File: src/hw/rtl/ddms_pkg.sv
package ddms_pkg;

  // Digits the display is built for, and the room the output fields leave.
  localparam int NUM_DIGITS      = 4;
  localparam int FIELD_POSITIONS = 4;
  localparam int RADIX           = 10;

  localparam int DISP_W = (NUM_DIGITS > FIELD_POSITIONS) ? FIELD_POSITIONS :
                          (NUM_DIGITS < 1) ? 1 : NUM_DIGITS;

  function automatic int pow_radix(input int n);
    int p;
    p = 1;
    for (int i = 0; i < n; i++) begin
      p = p * RADIX;
    end
    return p;
  endfunction

  // Smallest value that no longer fits on the display.
  localparam int LIMIT = pow_radix(DISP_W);
  localparam int T_W   = $clog2(LIMIT);

  // Divide by ten as (t * 52429) >> 19, exact for t below 43690.
  localparam int RECIP_W     = 17;
  localparam int RECIP       = 52429;
  localparam int RECIP_SHIFT = 19;
  localparam int PROD_W      = T_W + RECIP_W;

  localparam int VALUE_W = 32;
  localparam int DIGIT_W = 4;
  localparam int POS_W   = 2;
  localparam int EN_W    = 4;

  typedef struct packed {
    logic load;
    logic divide;
    logic advance;
  } cmd_t;

  typedef struct packed {
    logic fits;
    logic last;
  } status_t;

endpackage

File: src/hw/rtl/ddms_ctrl.sv
module ddms_ctrl (
  input  logic             clk_i,
  input  logic             rst_ni,
  input  logic             in_valid_i,
  output logic             in_ready_o,
  output logic             out_valid_o,
  input  logic             out_ready_i,
  input  ddms_pkg::status_t status_i,
  output ddms_pkg::cmd_t   cmd_o
);
  import ddms_pkg::*;

  typedef enum logic [1:0] {
    ST_IDLE,
    ST_DIV,
    ST_SHOW
  } state_e;

  state_e state_q;
  logic   in_ready_q;
  logic   out_valid_q;

  always_ff @(posedge clk_i or negedge rst_ni) begin
    if (!rst_ni) begin
      state_q     <= ST_IDLE;
      in_ready_q  <= 1'b1;
      out_valid_q <= 1'b0;
    end else begin
      case (state_q)
        ST_IDLE: begin
          // Drop values too wide for the display right here.
          if (in_valid_i && in_ready_q && status_i.fits) begin
            state_q    <= ST_DIV;
            in_ready_q <= 1'b0;
          end
        end
        ST_DIV: begin
          state_q     <= ST_SHOW;
          out_valid_q <= 1'b1;
        end
        ST_SHOW: begin
          if (out_ready_i) begin
            out_valid_q <= 1'b0;
            if (status_i.last) begin
              state_q    <= ST_IDLE;
              in_ready_q <= 1'b1;
            end else begin
              state_q <= ST_DIV;
            end
          end
        end
        default: begin
          state_q     <= ST_IDLE;
          in_ready_q  <= 1'b1;
          out_valid_q <= 1'b0;
        end
      endcase
    end
  end

  always_comb begin
    cmd_o.load    = in_valid_i && in_ready_q;
    cmd_o.divide  = (state_q == ST_DIV);
    cmd_o.advance = (state_q == ST_SHOW) && out_ready_i && !status_i.last;
  end

  assign in_ready_o  = in_ready_q;
  assign out_valid_o = out_valid_q;

endmodule

File: src/hw/rtl/ddms_datapath.sv
module ddms_datapath (
  input  logic                          clk_i,
  input  ddms_pkg::cmd_t                cmd_i,
  output ddms_pkg::status_t             status_o,
  input  logic [ddms_pkg::VALUE_W-1:0]  value_i,
  output logic [ddms_pkg::DIGIT_W-1:0]  digit_bcd_o,
  output logic [ddms_pkg::POS_W-1:0]    position_o,
  output logic [ddms_pkg::EN_W-1:0]     enable_n_o,
  output logic                          is_last_o
);
  import ddms_pkg::*;

  logic [T_W-1:0]     t_q;
  logic [T_W-1:0]     q_q;
  logic [DIGIT_W-1:0] digit_q;
  logic [POS_W-1:0]   pos_q;

  logic [PROD_W-1:0]  prod;
  logic [PROD_W-1:0]  prod_sh;
  logic [T_W-1:0]     quot;
  logic [T_W-1:0]     quot10;
  logic [T_W-1:0]     rem;

  always_comb begin
    prod    = PROD_W'(t_q) * PROD_W'(RECIP);
    prod_sh = prod >> RECIP_SHIFT;
    quot    = prod_sh[T_W-1:0];
    quot10  = T_W'({quot, 3'b000}) + T_W'({quot, 1'b0});
    rem     = t_q - quot10;
  end

  always_ff @(posedge clk_i) begin
    if (cmd_i.load) begin
      t_q   <= value_i[T_W-1:0];
      pos_q <= '0;
    end else if (cmd_i.advance) begin
      t_q   <= q_q;
      pos_q <= pos_q + POS_W'(1);
    end
    if (cmd_i.divide) begin
      q_q     <= quot;
      digit_q <= rem[DIGIT_W-1:0];
    end
  end

  assign status_o.fits = (value_i < VALUE_W'(LIMIT));
  assign status_o.last = (q_q == '0);

  assign digit_bcd_o = digit_q;
  assign position_o  = pos_q;
  assign enable_n_o  = ~(EN_W'(1) << pos_q);
  assign is_last_o   = (q_q == '0);

endmodule

File: src/hw/rtl/decimal_digit_mux_scanner.sv
// Decimal digit scanner for a four-position multiplexed BCD display. Each
// value transferred in is split into decimal digits, least significant
// first, one result transfer per digit: the BCD digit, its position, an
// active-low one-hot position enable and is_last on the most significant
// digit. Zero shows as a single 0. A value with more digits than the display
// holds (10000 or more for four digits) is consumed and gives no results.
// Sequence: a value is loaded when it transfers in, then each digit takes a
// divide-by-ten step through the reciprocal multiplier and is then presented
// until its output transfer, which stalls while out_ready_i is low.
// Only one value is in flight; the input is ready again after the last digit
// transfers.
module decimal_digit_mux_scanner (
  input  logic                          clk_i,
  input  logic                          rst_ni,
  input  logic                          in_valid_i,
  output logic                          in_ready_o,
  input  logic [ddms_pkg::VALUE_W-1:0]  value_i,
  output logic                          out_valid_o,
  input  logic                          out_ready_i,
  output logic [ddms_pkg::DIGIT_W-1:0]  digit_bcd_o,
  output logic [ddms_pkg::POS_W-1:0]    position_o,
  output logic [ddms_pkg::EN_W-1:0]     enable_n_o,
  output logic                          is_last_o
);
  import ddms_pkg::*;

  // Commands from the sequencer, status back from the digit datapath.
  cmd_t    cmd;
  status_t status;

  // Sequencer: load, divide, present, advance to the next digit.
  ddms_ctrl u_ctrl (
    .clk_i       (clk_i),
    .rst_ni      (rst_ni),
    .in_valid_i  (in_valid_i),
    .in_ready_o  (in_ready_o),
    .out_valid_o (out_valid_o),
    .out_ready_i (out_ready_i),
    .status_i    (status),
    .cmd_o       (cmd)
  );

  // Datapath: holds the running quotient, digit and position.
  ddms_datapath u_datapath (
    .clk_i       (clk_i),
    .cmd_i       (cmd),
    .status_o    (status),
    .value_i     (value_i),
    .digit_bcd_o (digit_bcd_o),
    .position_o  (position_o),
    .enable_n_o  (enable_n_o),
    .is_last_o   (is_last_o)
  );

endmodule
File: config.mk
export PLATFORM = sky130hd
export DESIGN_NAME = decimal_digit_mux_scanner
export DESIGN_NICKNAME = d
export VERILOG_FILES = /design/src/hw/rtl/ddms_pkg.sv /design/src/hw/rtl/ddms_ctrl.sv /design/src/hw/rtl/ddms_datapath.sv /design/src/hw/rtl/decimal_digit_mux_scanner.sv
export SDC_FILE = /design/constraint.sdc
export NUM_CORES = 1
export LEC_CHECK = 0
export BUFFER_PORTS_ARGS = -buffer_cell sky130_fd_sc_hd__clkbuf_2
export CAP_MARGIN = 10
export CORE_MARGIN = 2
export CORE_UTILIZATION = 62
export CTS_BUF_LIST = sky130_fd_sc_hd__clkbuf_2 sky130_fd_sc_hd__clkbuf_4 sky130_fd_sc_hd__clkbuf_8
export DETAILED_ROUTE_END_ITERATION = 8
export PLACE_DENSITY = 0.83
export SLEW_MARGIN = 25
export SYNTH_ARGS = -nofsm -noshare
export SYNTH_HDL_FRONTEND = slang
export SYNTH_SLANG_ARGS = --single-unit
File: constraint.sdc
create_clock -name clk_i -period 9.07 [get_ports clk_i]
set_clock_uncertainty 0.15 [all_clocks]
set_input_delay 1.814 -clock clk_i [delete_from_list [all_inputs] [get_ports clk_i]]
set_output_delay 1.814 -clock clk_i [all_outputs]
set_load 0.005 [all_outputs]
==> results.toml <==
[global_route]
antenna_found_initial = 0
grt_pass1_vias = 3716
grt_pass1_wl_mm = 17.4
track_usage_pct = 25.7
grt_max_degree = 15
overflow = 0

[clock_network]
cts_resized = 0
htreeDepth = 2
root_buffer = "clkbuf_8"
clkLatencyLatePin_ps = 290
cts_setup_buffers = 0
cts_hold_buffers = 0
clk_path_buf_depth = 2
cts_made_buffers = 5
path_clk_slew_ps = 80
clock_sinks = 35
cts_tree = "built"

[final_layout]
num_antenna_cells = 0
ff_latch_area_um2 = 1010
drive_above_1_share_pct = 16.4
final_cell_area_um2 = 5400
area_delta_synth_final_pct = 9.44
fillerInstances = 547
fin_nets = 698
multi_input_area_um2 = 3530
post-route-util_pct = 69.8

[synth]
avgSynthCellArea_um2 = 11.1
synth_top_family_by_area = "adder cells"
synth-edff-count = 29
synthSimpleGateAreaFrac_pct = 6.12
syn_nets = 644
async_reset_ff_share_pct = 11.4
ys_types = 53
syn_inst = 445
synth_ff_type = "edfxtp_1"
yosys_warnings = 0
synth-xor-area-share_pct = 3.88
ys_ff_latch = 35
synth_compound_area_share_pct = 9.24
synth_mux_area_share_pct = 2.72
mappedNetlistArea_um2 = 4930
synthAdderAreaFrac_pct = 49.6
ys_seq_area_share_pct = 20.5

[timing]
maxSlewViolCount = 0
hold_viol_final = 0
slew_headroom_pct = 49.6
finalCriticalPeriod_ps = 6230
post-route-period-util_pct = 68.7
clock.fmax_mhz = 160
rsz0062_at_grt = "no"
fin_ws_ps = 2840
setup_violations = 0
tns_ps = 0
worst_pin_slew_ps = 748

[detailed_routing]
avgRoutedWirePerCell_um = 16.7
dr.pass1.iters = 5
postRouteAntennaNets = 0
viasPerCell = 5.64
num_vias = 3398
drt_iter0_drc = 172
drt_wl_total_mm = 10.0
post-route-drc-count = 0

[setup_path]
end_kind = "flop"
crit_required_ps = 8970
critical_path_class = "reg -> reg"
cp_max_fo = 5
arrival_ps = 6130
startpoint_type = "flop"

[placed_design]
gp_congestion = 0.937
dp_hpwl_mm = 8.83
pre_cts_slack_ps = 2840
dpl_cell_area_um2 = 5310
io_buffers = 48

[floorplanning]
dieArea_um2 = 8680
fp.dieW_um = 93.2
die_y_um = 93.2
start_util_pct = 63.8
io_pins = 49
num_rows = 32
core_area_um2 = 7730

[min_path]
hp-class = "reg -> reg"

[job]
cap_violations = 0

[run_status]
run_status = "finished, final reports clean"

[power_and_ir_drop]
leakage_nw = 2.72
irDropWorstVdd_mv = 0.143
power_density_nw_per_um2 = 55.1
p_total_mw = 0.297
[stage by stage]
step,instances,hold WS (ps)
final,602,342
after global routing,602,376
after CTS,602,345
after detailed placement,594,328
after global placement,594,316
after floorplan,445,324
[where the power goes]
group	switching (mW)	leakage, nW	internal [mW]
Combinational	0.00389	2.38	0.00590
Clock	0.0623	0.0402	0.0535
Sequential	0	0.301	0.172
[cells by family after synthesis]
| family | after synthesis |
|---|---|
| AO/OA/AOI/OAI | 54 |
| flip-flops | 35 |
| AND/OR/NAND/NOR | 56 |
| multiplexers | 12 |
| adder cells (fa/ha/maj) | 163 |
| buffers and inverters | 104 |
| XOR/XNOR | 21 |
[area by class of cell]
cell class / count / share of cell area (%)
multi-input cells: 306 / 65.5
repair buffers: 50 / 4.73
well taps: 102 / 2.37
inverters: 101 / 7.03
clock inverters: 3 / 0.371
flip-flops and latches: 35 / 18.8
clock buffers: 5 / 1.28
[routing by layer]
metal,global-route usage [%],up-vias,share of wire [%]
met4,5.88,0,1.9
met3,4.59,16,6.0
li1,-,1629,-
met2,45.4,109,50
met1,33.1,1644,42
met5,0,-,0
[state kept, by name, summed over array words and instances (netlist names)]
register                count
u_ctrl.in_ready_o           1
u_ctrl.out_valid_o          1
u_ctrl.state_q              2
u_datapath.digit_bcd_o      4
u_datapath.position_o       2
u_datapath.q_q             11
u_datapath.t_q             14
[cells in the mapped netlist, types with 2 or more instances]
cell type	count	area [um^2]
a2111oi_4	2	55.1
a211o_1	2	17.5
a21o_1	12	90.1
a21oi_1	12	60.1
and2_1	5	31.3
and3_1	5	31.3
clkbuf_1	2	7.51
dfrtp_1	3	75.1
dfxtp_1	2	40.0
edfxtp_1	29	871
fa_1	54	1080
ha_1	109	1360
inv_1	100	375
mux2_2	11	124
nand2_1	7	26.3
nand3_1	5	25.0
nand4_1	3	18.8
nor2_1	11	41.3
nor2b_1	2	12.5
nor3_1	4	20.0
nor4_1	8	50.1
o21ai_0	6	30.0
o31ai_1	2	15.0
or4_1	2	15.0
xnor2_1	13	114
xor2_1	7	61.3
[cell usage in the layout (no fill, tap or decap), drive strengths merged, types with 2 or more instances in the layout]
cell        n
dfxtp       2
nor4        8
and2        5
a211oi      2
nand2       7
fa         54
clkbuf     53
xnor2      14
mux2       11
buf         2
ha        109
o21ai       7
nor3        4
or2         2
clkinv      2
or4         2
nand3       5
inv       100
edfxtp     29
nor2       11
a41oi       2
clkinvlp    2
o221a       2
nor2b       2
and3        6
xor2        7
a211o       2
nand4       3
dfrtp       3
a2111oi     3
o31ai       3
a21oi      12
a21o       12
[critical path: stages, from the launching register on]
cell	delay (ps)
edfxtp_1	420
inv_1	70
ha_1	280
inv_1	60
fa_1	580
inv_1	90
fa_1	510
fa_1	550
inv_1	50
fa_1	500
inv_1	60
fa_1	490
inv_1	40
ha_1	360
nand3_1	130
o31ai_1	420
nand3_1	180
nand2_1	110
xor2_1	200
ha_1	280
a211oi_1	200
nand3_1	110
xnor2_1	130
[worst paths after layout]
kind | from | endpoint | slack (ps) | cells after the start
max reg2reg | u_datapath.t_q[12]$_SDFFCE_PN0P_ | u_datapath.digit_bcd_o[3]$_DFFE_PP_ | 2840 | 22
max in group asynchronous | rst_ni | u_ctrl.in_ready_o$_DFFE_PN1P_ | 7400 | 1
min | u_ctrl.out_valid_o$_DFFE_PN0P_ | u_ctrl.out_valid_o$_DFFE_PN0P_ | 340 | 1
min in group asynchronous | rst_ni | u_ctrl.state_q[0]$_DFFE_PN0P_ | 1160 | 1
min reg2reg | u_ctrl.out_valid_o$_DFFE_PN0P_ | u_ctrl.out_valid_o$_DFFE_PN0P_ | 340 | 1
max | u_datapath.t_q[12]$_SDFFCE_PN0P_ | u_datapath.digit_bcd_o[3]$_DFFE_PP_ | 2840 | 22
(Power assumes the default switching activity.)
